$ cat config.mk
export PLATFORM = sky130hd
export DESIGN_NAME = button_press_classifier
export DESIGN_NICKNAME = d
export VERILOG_FILES = /design/src/rtl/bpc_pkg.sv /design/src/rtl/bpc_lane.sv /design/src/rtl/bpc_merge.sv /design/src/rtl/button_press_classifier.sv
export SDC_FILE = /design/constraint.sdc
export NUM_CORES = 1
export LEC_CHECK = 0
export BUFFER_PORTS_ARGS = -buffer_cell sky130_fd_sc_hd__buf_2
export CORE_MARGIN = 2
export CORE_UTILIZATION = 40
export DETAILED_ROUTE_END_ITERATION = 16
export PLACE_DENSITY = 0.56
export SYNTH_ARGS = -nofsm -noshare
export SYNTH_HDL_FRONTEND = slang
export SYNTH_SLANG_ARGS = --single-unit
$ cat constraint.sdc
create_clock -name clk_i -period 4.1 [get_ports clk_i]
set_clock_uncertainty 0.15 [all_clocks]
set_input_delay 1.23 -clock clk_i [delete_from_list [all_inputs] [get_ports clk_i]]
set_output_delay 1.23 -clock clk_i [all_outputs]
set_load 0.02 [all_outputs]
$ cat src/rtl/bpc_pkg.sv
// Package for the button press classifier.
// Holds the sizing constants, event and register codes, and lane structs.
// No dependencies.
package bpc_pkg;

  localparam int unsigned BUTTON_COUNT = 3;
  localparam int unsigned TIME_WIDTH   = 16;
  localparam int unsigned THR_WIDTH    = 16;
  localparam int unsigned TICK_WIDTH   = 8;
  localparam int unsigned CFG_IDX_W    = 3;
  localparam int unsigned CFG_DATA_W   = 16;
  localparam int unsigned EVT_WIDTH    = 2 * BUTTON_COUNT;
  localparam int unsigned SUM_W        = TIME_WIDTH + 1;
  localparam int unsigned CMP_W        = (TIME_WIDTH > THR_WIDTH) ? TIME_WIDTH : THR_WIDTH;

  // Released ticks needed after reset before a press counts
  localparam logic [1:0] GUARD_TICKS = 2'd2;

  typedef enum logic [1:0] {
    EV_NONE  = 2'd0,
    EV_SHORT = 2'd1,
    EV_LONG  = 2'd2
  } event_e;

  typedef enum logic [CFG_IDX_W-1:0] {
    REG_TICK_PERIOD     = 3'd0,
    REG_SHORT_THRESHOLD = 3'd1,
    REG_LONG_THRESHOLD  = 3'd2,
    REG_GUARD_BAND      = 3'd3,
    REG_ACTIVE_LEVELS   = 3'd4
  } cfg_reg_e;

  // Timing settings shared by every lane
  typedef struct packed {
    logic [TICK_WIDTH-1:0] tick_period;
    logic [THR_WIDTH-1:0]  short_threshold;
    logic [THR_WIDTH-1:0]  long_threshold;
    logic [THR_WIDTH-1:0]  guard_band;
  } lane_cfg_t;

  // What one lane reports for the current tick
  typedef struct packed {
    event_e ev;
    logic   held;
  } lane_res_t;

endpackage

$ cat src/rtl/bpc_lane.sv
// One button lane: held time, release guard, held and long-reported state.
// Classifies the tick into none, short or long. Depends on bpc_pkg.
module bpc_lane import bpc_pkg::*; (
  input  logic      clk_i,
  input  logic      rst_ni,
  input  logic      step_i,
  input  logic      pin_level_i,
  input  logic      active_level_i,
  input  lane_cfg_t cfg_i,
  output lane_res_t res_o
);

  logic [TIME_WIDTH-1:0] time_q, time_d, time_upd;
  logic [1:0]            guard_q, guard_d;
  logic                  held_q, held_d;
  logic                  long_rep_q, long_rep_d;

  logic                  pressed;
  logic                  guard_ok;
  logic [SUM_W-1:0]      sum;
  logic [CMP_W-1:0]      time_cmp;
  logic [THR_WIDTH-1:0]  short_limit;
  event_e                ev;

  assign pressed  = (pin_level_i == active_level_i);
  assign guard_ok = (guard_q >= GUARD_TICKS);

  // Saturating held-time increment
  assign sum      = SUM_W'(time_q) + SUM_W'(cfg_i.tick_period);
  assign time_upd = sum[TIME_WIDTH] ? {TIME_WIDTH{1'b1}} : sum[TIME_WIDTH-1:0];

  // Count presses once the guard is met; count released ticks up to the guard
  always_comb begin
    held_d  = held_q;
    time_d  = time_q;
    guard_d = guard_q;
    if (pressed) begin
      if (guard_ok) begin
        time_d = time_upd;
        held_d = 1'b1;
      end
    end else begin
      held_d = 1'b0;
      if (!guard_ok) begin
        guard_d = guard_q + 2'd1;
      end
    end
  end

  assign time_cmp    = CMP_W'(time_d);
  assign short_limit = cfg_i.long_threshold - cfg_i.guard_band;

  // Classify: long once per hold, short on the release tick inside the window
  always_comb begin
    ev         = EV_NONE;
    long_rep_d = long_rep_q;
    if (held_d) begin
      if (time_cmp >= CMP_W'(cfg_i.long_threshold)) begin
        if (!long_rep_q) begin
          ev = EV_LONG;
        end
        long_rep_d = 1'b1;
      end
    end else begin
      if (held_q && (cfg_i.guard_band < cfg_i.long_threshold)) begin
        if ((time_cmp >= CMP_W'(cfg_i.short_threshold)) &&
            (time_cmp < CMP_W'(short_limit))) begin
          ev = EV_SHORT;
        end
      end
      long_rep_d = 1'b0;
    end
  end

  // Advance lane state on each accepted tick
  always_ff @(posedge clk_i or negedge rst_ni) begin
    if (!rst_ni) begin
      time_q     <= '0;
      guard_q    <= '0;
      held_q     <= 1'b0;
      long_rep_q <= 1'b0;
    end else if (step_i) begin
      time_q     <= held_d ? time_d : '0;
      guard_q    <= guard_d;
      held_q     <= held_d;
      long_rep_q <= long_rep_d;
    end
  end

  assign res_o.ev   = ev;
  assign res_o.held = held_d;

endmodule

$ cat src/rtl/bpc_merge.sv
// Merging stage: packs the lane results into the output register.
// Holds the result while the receiver stalls. Depends on bpc_pkg.
module bpc_merge import bpc_pkg::*; (
  input  logic                    clk_i,
  input  logic                    rst_ni,
  input  logic                    load_i,
  input  lane_res_t               res_i [BUTTON_COUNT],
  input  logic                    out_stall_i,
  output logic                    out_valid_o,
  output logic [EVT_WIDTH-1:0]    events_o,
  output logic [BUTTON_COUNT-1:0] held_flags_o
);

  logic                    valid_q, valid_d;
  logic [EVT_WIDTH-1:0]    events_q, events_d;
  logic [BUTTON_COUNT-1:0] flags_q, flags_d;

  // Gather the per-lane codes and flags
  always_comb begin
    for (int i = 0; i < BUTTON_COUNT; i++) begin
      events_d[2*i +: 2] = res_i[i].ev;
      flags_d[i]         = res_i[i].held;
    end
  end

  // Keep the result until the transfer completes
  assign valid_d = load_i | (valid_q & out_stall_i);

  always_ff @(posedge clk_i or negedge rst_ni) begin
    if (!rst_ni) begin
      valid_q <= 1'b0;
    end else begin
      valid_q <= valid_d;
    end
  end

  always_ff @(posedge clk_i) begin
    if (load_i) begin
      events_q <= events_d;
      flags_q  <= flags_d;
    end
  end

  assign out_valid_o  = valid_q;
  assign events_o     = events_q;
  assign held_flags_o = flags_q;

endmodule

$ cat src/rtl/button_press_classifier.sv
// Top level of the button press classifier: configuration registers,
// one lane per button and the merging stage. Depends on bpc_pkg,
// bpc_lane and bpc_merge.
//
// Usage
//   Input channel: one transfer per scan tick, pin_levels_i holds the
//   sampled level of every button (bit i is button i).
//   Output channel: one result per tick, events_o has two bits per button
//   (none, short, long) and held_flags_o marks buttons counted as held.
//   Configuration: cfg_index_i selects tick_period, short_threshold,
//   long_threshold, guard_band or active_levels; cfg_ready_o is always high.
//   The result is registered in the cycle after the input transfer; a tick
//   is taken every cycle, limited only by the single output register.
//   When the receiver stalls, the result holds in the output register and
//   in_stall_o rises, so no further tick is taken until the register frees.
//   Reset clears all lane state and loads the default settings; each
//   button then needs two released ticks before its presses count.
module button_press_classifier import bpc_pkg::*; (
  input  logic                    clk_i,
  input  logic                    rst_ni,
  input  logic                    in_valid_i,
  output logic                    in_stall_o,
  input  logic [BUTTON_COUNT-1:0] pin_levels_i,
  output logic                    out_valid_o,
  input  logic                    out_stall_i,
  output logic [EVT_WIDTH-1:0]    events_o,
  output logic [BUTTON_COUNT-1:0] held_flags_o,
  input  logic                    cfg_valid_i,
  output logic                    cfg_ready_o,
  input  logic [CFG_IDX_W-1:0]    cfg_index_i,
  input  logic [CFG_DATA_W-1:0]   cfg_data_i
);

  lane_cfg_t               cfg_q;
  logic [BUTTON_COUNT-1:0] active_q;
  lane_res_t               res [BUTTON_COUNT];
  logic                    step;

  assign cfg_ready_o = 1'b1;

  // Configuration register writes
  always_ff @(posedge clk_i or negedge rst_ni) begin
    if (!rst_ni) begin
      cfg_q.tick_period     <= TICK_WIDTH'(10);
      cfg_q.short_threshold <= THR_WIDTH'(50);
      cfg_q.long_threshold  <= THR_WIDTH'(1000);
      cfg_q.guard_band      <= THR_WIDTH'(200);
      active_q              <= '0;
    end else if (cfg_valid_i && cfg_ready_o) begin
      unique case (cfg_reg_e'(cfg_index_i))
        REG_TICK_PERIOD:     cfg_q.tick_period     <= cfg_data_i[TICK_WIDTH-1:0];
        REG_SHORT_THRESHOLD: cfg_q.short_threshold <= cfg_data_i[THR_WIDTH-1:0];
        REG_LONG_THRESHOLD:  cfg_q.long_threshold  <= cfg_data_i[THR_WIDTH-1:0];
        REG_GUARD_BAND:      cfg_q.guard_band      <= cfg_data_i[THR_WIDTH-1:0];
        REG_ACTIVE_LEVELS:   active_q              <= cfg_data_i[BUTTON_COUNT-1:0];
        default: ;
      endcase
    end
  end

  // Stall only while the output register is full and not being drained
  assign in_stall_o = out_valid_o & out_stall_i;
  assign step       = in_valid_i & ~in_stall_o;

  for (genvar g = 0; g < BUTTON_COUNT; g++) begin : g_lane
    bpc_lane u_lane (
      .clk_i          (clk_i),
      .rst_ni         (rst_ni),
      .step_i         (step),
      .pin_level_i    (pin_levels_i[g]),
      .active_level_i (active_q[g]),
      .cfg_i          (cfg_q),
      .res_o          (res[g])
    );
  end

  bpc_merge u_merge (
    .clk_i        (clk_i),
    .rst_ni       (rst_ni),
    .load_i       (step),
    .res_i        (res),
    .out_stall_i  (out_stall_i),
    .out_valid_o  (out_valid_o),
    .events_o     (events_o),
    .held_flags_o (held_flags_o)
  );

endmodule

After elaboration in Yosys (flattened, before gate mapping)
Index checks and enable logic that the tools add are counted.
{"block": "word_totals", "wordCells": 117, "out_inout_bits": 12, "regBits": 129}
{"block": "op_classes", "n_reduce_logical": 18, "mux": 39, "order_cmp": 13, "n_eq_ne": 10, "n_bitwise": 10, "n_addsub": 7}
{"operator": "2-to-1 mux 16 bit", "n": 12}
{"operator": "greater-or-equal comparator 16 bit", "n": 6}
{"operator": "less-than comparator 16 bit", "n": 4}
{"operator": "adder 16 x 8 -> 17 bit", "n": 3}
{"operator": "2-to-1 mux 2 bit", "n": 12}
{"operator": "AND reduction 2 bit", "n": 8}
{"operator": "subtractor 16 bit", "n": 1}
{"operator": "2-to-1 mux 1 bit", "n": 15}
{"operator": "AND reduction 3 bit", "n": 3}
{"operator": "NOT 1 bit", "n": 7}
{"operator": "adder 2 x 1 -> 2 bit, second input constant", "n": 3}
{"operator": "equality test 3 x 2 -> 1 bit, second input constant", "n": 2}
{"operator": "greater-or-equal comparator 2 bit, second input constant", "n": 3}
{"operator": "logical AND 1 bit", "n": 6}
{"operator": "!= test 2 bit, second input constant", "n": 3}
{"operator": "equality test 1 bit", "n": 3}
{"operator": "equality test 3 x 1 -> 1 bit, second input constant", "n": 1}
{"operator": "equality test 3 bit, second input constant", "n": 1}
{"operator": "zero test 3 bit", "n": 1}
{"operator": "bitwise AND 1 bit", "n": 2}
{"operator": "bitwise OR 1 bit", "n": 1}

Longest topological paths before layout
{"block": "logic_depth", "ltp_word": 9, "ltp_mapped": 16, "ltp_nobuf": 16}

Cells and area by module
A second synthesis with hierarchy kept.
{"block": "hier_totals", "cells_unflattened": 1503, "hier_area_um2": 13238.9}
{"mod": "bpc_lane (g_lane[1].u_lane ...)", "cells_per_inst": 453, "seq_area_each_um2": 500.5, "instances": 2, "area_per_inst_um2": 3525.9}
{"mod": "bpc_lane (g_lane[0].u_lane)", "cells_per_inst": 454, "seq_area_each_um2": 500.5, "instances": 1, "area_per_inst_um2": 3538.4}
{"mod": "button_press_classifier", "cells_per_inst": 132, "seq_area_each_um2": 1493.9, "instances": 1, "area_per_inst_um2": 2346.0}
{"mod": "bpc_merge", "cells_per_inst": 11, "seq_area_each_um2": 295.3, "instances": 1, "area_per_inst_um2": 302.8}

Worst setup path before layout
OpenSTA, ideal clock, no wires.
{"block": "synth_timing", "kind": "input to register", "start": "in pin_levels_i[2]", "end": "reg g_lane[2].u_lane.long_rep_q", "setup_ps": 119, "path_buffers": 0, "arrival_time_ps": 3684, "path_slack_ps": 148, "stages": 12, "path_cell_list": "xnor2_2 > o21ai_1 > nor3_4 > nand3_1 > mux2_1 > ha_1 > and4_1 > a21o_1 > o2bb2ai_1 > a211oi_1 > nor2_1 > o21a_1"}
{"block": "synth_via", "elab_chain_len": 5, "elab_cells_between_ends": 7}
{"item": "start, declared", "line": "button_press_classifier.sv:23", "rtl": "input logic [BUTTON_COUNT-1:0] pin_levels_i,"}
{"item": "equality test 1 bit *", "line": "bpc_lane.sv:25", "rtl": "assign pressed = (pin_level_i == active_level_i);"}
{"item": "2-to-1 mux 16 bit", "line": "bpc_lane.sv:37", "rtl": "if (pressed) begin"}
{"item": "greater-or-equal comparator 16 bit", "line": "bpc_lane.sv:58", "rtl": "if (time_cmp >= CMP_W'(cfg_i.long_threshold)) begin"}
{"item": "!= test 2 bit (no line)"}
{"item": "AND reduction 2 bit (no line)"}
{"item": "end signal, assigned", "line": "bpc_lane.sv:86", "rtl": "long_rep_q <= long_rep_d;"}
{"item": "end, declared", "line": "bpc_lane.sv:16", "rtl": "logic long_rep_q, long_rep_d;"}
Every way passes the cells marked *; elsewhere a longest branch is shown, timed or not.
A chain may end at the register's enable or synchronous reset.

Worst setup path after layout
{"block": "layout_timing", "start": "reg cfg_q[1] (netlist name)", "end": "reg u_merge.events_q[0] (netlist: u_merge.events_o[0]) (data pin)"}
{"block": "layout_via", "elab_chain_len": 6, "elab_cells_between_ends": 8}
{"item": "start, declared", "line": "button_press_classifier.sv:34", "rtl": "lane_cfg_t cfg_q;"}
{"item": "subtractor 16 bit", "line": "bpc_lane.sv:51", "rtl": "assign short_limit = cfg_i.long_threshold - cfg_i.guard_band;"}
{"item": "less-than comparator 16 bit", "line": "bpc_lane.sv:67", "rtl": "(time_cmp < CMP_W'(short_limit))) begin"}
{"item": "logical AND 1 bit", "line": "bpc_lane.sv:66", "rtl": "if ((time_cmp >= CMP_W'(cfg_i.short_threshold)) &&"}
{"item": "2-to-1 mux 1 bit", "line": "bpc_lane.sv:66"}
{"item": "2-to-1 mux 2 bit *", "line": "bpc_lane.sv:65", "rtl": "if (held_q && (cfg_i.guard_band < cfg_i.long_threshold)) begin"}
{"item": "2-to-1 mux 2 bit *", "line": "bpc_lane.sv:57", "rtl": "if (held_d) begin"}
{"item": "end signal, assigned", "line": "bpc_merge.sv:39", "rtl": "events_q <= events_d;"}
{"item": "end, declared", "line": "bpc_merge.sv:15", "rtl": "logic [EVT_WIDTH-1:0] events_q, events_d;"}
Marks and branches as above.

==> flow_summary.json <==
{
  "power_density_mw_per_mm2": 732,
  "syn_inst": 1213,
  "grtUsageMet2": 0.402,
  "sequentialPowerShare": 0.182,
  "antenna_found_initial": 0,
  "fmax_mhz": 249,
  "cpPeakStageDelay_ps": 370,
  "drtIter0Drc": 547,
  "slew_violations": 0,
  "grt_use_met3": 0.0463,
  "core_area_mm2": 0.0270,
  "crit_path_top_delay_cell": "or3_1",
  "crit_top_cell": "buf_4",
  "cts-htree-levels": 4,
  "postCtsHoldBufs": 0,
  "tns_ps": 0,
  "avgSynthCellArea_um2": 9.12,
  "cts_tree": "done",
  "top_usage_layer": "met2",
  "critPathBufInv": 7,
  "leakage_nw": 6.56,
  "cp_cell_sequence": "inv_2 > ha_1 > nor2b_1 > o31ai_2 > a41oi_2 > o41ai_2 > buf_4 > buf_4 > xor2_1 > buf_4 > buf_4 > ha_1 > nand4_1 > buf_4 > buf_4 > or3_1 > nand4_1 > a21oi_1",
  "cp-start-kind": "flip-flop",
  "setup_viol": 0,
  "die-area_mm2": 0.0290,
  "synth.top_cell.area_share": 0.240,
  "ys.flop_type": "dfrtp_1",
  "grt_max_degree": 53,
  "clk_transition_reported_paths_ps": 70,
  "drtPass1Iterations": 5,
  "io_pins": 39,
  "final_util": 0.518,
  "ff2ff_path_depth": 18,
  "hold_violations": 0,
  "slew_headroom": 0.463,
  "track_usage": 0.250,
  "drive_gt1_frac": 0.284,
  "syn-num-nets": 1428,
  "die_y_um": 170,
  "rows": 60,
  "yosysWarningCount": 0,
  "wire_per_inst_um": 20.0,
  "clockPowerShare": 0.147,
  "hpwl_um": 27400,
  "synth_edf_count": 9,
  "hp-class": "flip-flop to flip-flop",
  "worstHoldPathCells": 1,
  "final.period_utilization": 0.979,
  "clock_path_buffers": 2,
  "via_count": 10200,
  "grt.overflow.total": 0,
  "nets": 1626,
  "initial_core_util": 0.409,
  "p_switching_mw": 4.66,
  "syn_area_mm2": 0.0111,
  "cts_buffers": 17,
  "rsz0062_at_grt": "yes",
  "switching_share": 0.454,
  "internal_power_mw": 5.59,
  "async_flop_share": 0.930,
  "viasPerCell": 5.80,
  "synth_largest_area_cell": "dfrtp_1",
  "tightest_slew_ps": 797,
  "max-vdd-ir-drop_v": 0.000380,
  "ys_seq_elements": 129,
  "synthTopCellsByArea": "dfrtp_1, ha_1, a21oi_1, o21ai_0, nand2_1",
  "pwr-share-comb": 0.671,
  "crit_arrival_ps": 4050,
  "global_route.usage.met1": 0.329,
  "ys_seq_area_frac": 0.298,
  "antenna_cells": 0,
  "ys_types": 89,
  "drcViolationCount": 0,
  "area_delta_synth_final_pct": 26.6,
  "critPathCaptureType": "flip-flop",
  "ant_nets": 0,
  "crit_family": "buffers and inverters",
  "die_x_um": 170,
  "place_congestion": 0.948,
  "clkLatencyLatePin_ps": 440,
  "path_max_fanout": 3,
  "required_ps": 4130,
  "cts_num_sinks": 129,
  "worst-path-stages": 18,
  "routed_wl_um": 35200,
  "criticalPathCategory": "flip-flop to flip-flop",
  "grt_pass1_wl_um": 54700,
  "grt_pass1_vias": 9920,
  "outcome": "finished, final reports clean",
  "numPortBuffers": 37,
  "cts_root_buf": "clkbuf_16",
  "fin_crit_ps": 4020,
  "cap_violations": 0
}
## stage by stage
stage               setup WS, ps  hold slack [ps]  std cells  instance area [µm²]  total power, mW
CTS                         9.39              330       1739                13300             9.63
global route               -56.1              343       1765                14000             11.1
finish                      84.1              329       1765                14000             10.3
floorplan                    148              295       1213                11100             5.59
global placement            -315              312       1707                12700             7.94
detailed placement          -315              316       1707                12700             8.03
## power by group through the flow
| stage | clock network [mW] | registers (mW) | logic, mW |
|---|---|---|---|
| floorplan | 0 | 1.80 | 3.80 |
| CTS | 1.53 | 1.86 | 6.24 |
| detailed placement | 0 | 1.87 | 6.16 |
| finish | 1.51 | 1.87 | 6.87 |
| global route | 1.59 | 1.91 | 7.61 |
| global placement | 0 | 1.87 | 6.07 |
## cells by family (layout without fill, tap and decap cells)
logic type / after synthesis / after routing / share of synthesized area
AOI/OAI and AO/OA: 378 / 378 / 0.221
xor gates and xnor gates: 47 / 47 / 0.0386
DFF: 129 / 129 / 0.298
adders and majority gates: 188 / 188 / 0.215
buffers and inverters: 95 / 306 / 0.0337
muxes: 36 / 36 / 0.0364
other: 1 / 1 / 0.000339
and+or+nand+nor: 339 / 339 / 0.157
## timing repair
item | CTS | global route
resized for setup | 10 | 100
buffers inserted | 0 | 27
gates cloned | 0 | 0
hold endpoints to repair | 0 | 0
setup endpoints to repair | 3 | 9
pin swaps | 3 | 44
## per-layer routing
layer	share of wire	vias up
li1	-	4954
met1	0.46	4971
met2	0.45	244
met3	0.046	62
met4	0.040	0
met5	0	-
## final cells by class
| cell class | instances | area (µm²) |
|---|---|---|
| Clock buffer | 20 | 458 |
| Clock inverter | 12 | 108 |
| Fill cell | 2522 | 13000 |
| Inverter | 65 | 244 |
| Multi-Input combinational cell | 989 | 7900 |
| Sequential cell | 129 | 3290 |
| Tap cell | 341 | 427 |
| Timing Repair Buffer | 209 | 1580 |
## synth_stat cells (all sizes together), types with 10 or more instances
master,count
o21ai,103
nor2,80
ha,184
nor4,13
nor3,27
dfrtp,106
inv,64
nand2,103
a211oi,19
clkbuf,22
a31oi,22
nand4,21
xnor2,28
o21a,16
and4,11
a21oi,101
a21o,30
xor2,19
mux2,34
o211ai,14
and3,10
dfstp,14
nand2b,18
nand3,22
## placed cells by master (no fill, tap or decap), drive strengths merged, types with 9 or more instances in the layout
| cell | count |
|---|---|
| a211oi | 19 |
| a21o | 30 |
| a21oi | 101 |
| a31oi | 22 |
| and3 | 10 |
| and4 | 11 |
| buf | 209 |
| clkbuf | 20 |
| dfrtp | 106 |
| dfstp | 14 |
| edfxtp | 9 |
| ha | 184 |
| inv | 67 |
| mux2 | 34 |
| nand2 | 103 |
| nand2b | 18 |
| nand3 | 22 |
| nand4 | 21 |
| nor2 | 80 |
| nor2b | 9 |
| nor3 | 27 |
| nor4 | 13 |
| o211ai | 14 |
| o21a | 16 |
| o21ai | 103 |
| xnor2 | 28 |
| xor2 | 19 |
## final timing paths
check                      slack [ps]                   startpoint                          end
setup / recovery                   80                     cfg_q[1]          u_merge.events_o[0]
min in group asynchronous         590                       rst_ni   g_lane[1].u_lane.time_q[5]
hold reg to reg                   330  g_lane[0].u_lane.guard_q[0]  g_lane[0].u_lane.guard_q[0]
setup reg to reg                   80                     cfg_q[1]          u_merge.events_o[0]
hold / removal                    330  g_lane[0].u_lane.guard_q[0]  g_lane[0].u_lane.guard_q[0]
max in group asynchronous        2450                       rst_ni                    cfg_q[25]
## registers in the layout, summed over array words and instances (netlist names)
name	cells
g_lane.u_lane.guard_q	6
active_q	3
u_merge.held_flags_o	3
u_merge.out_valid_o	1
g_lane.u_lane.held_q	3
u_merge.events_o	6
g_lane.u_lane.time_q	48
cfg_q	56
g_lane.u_lane.long_rep_q	3
No activity file was read; power rests on OpenSTA's default activity.
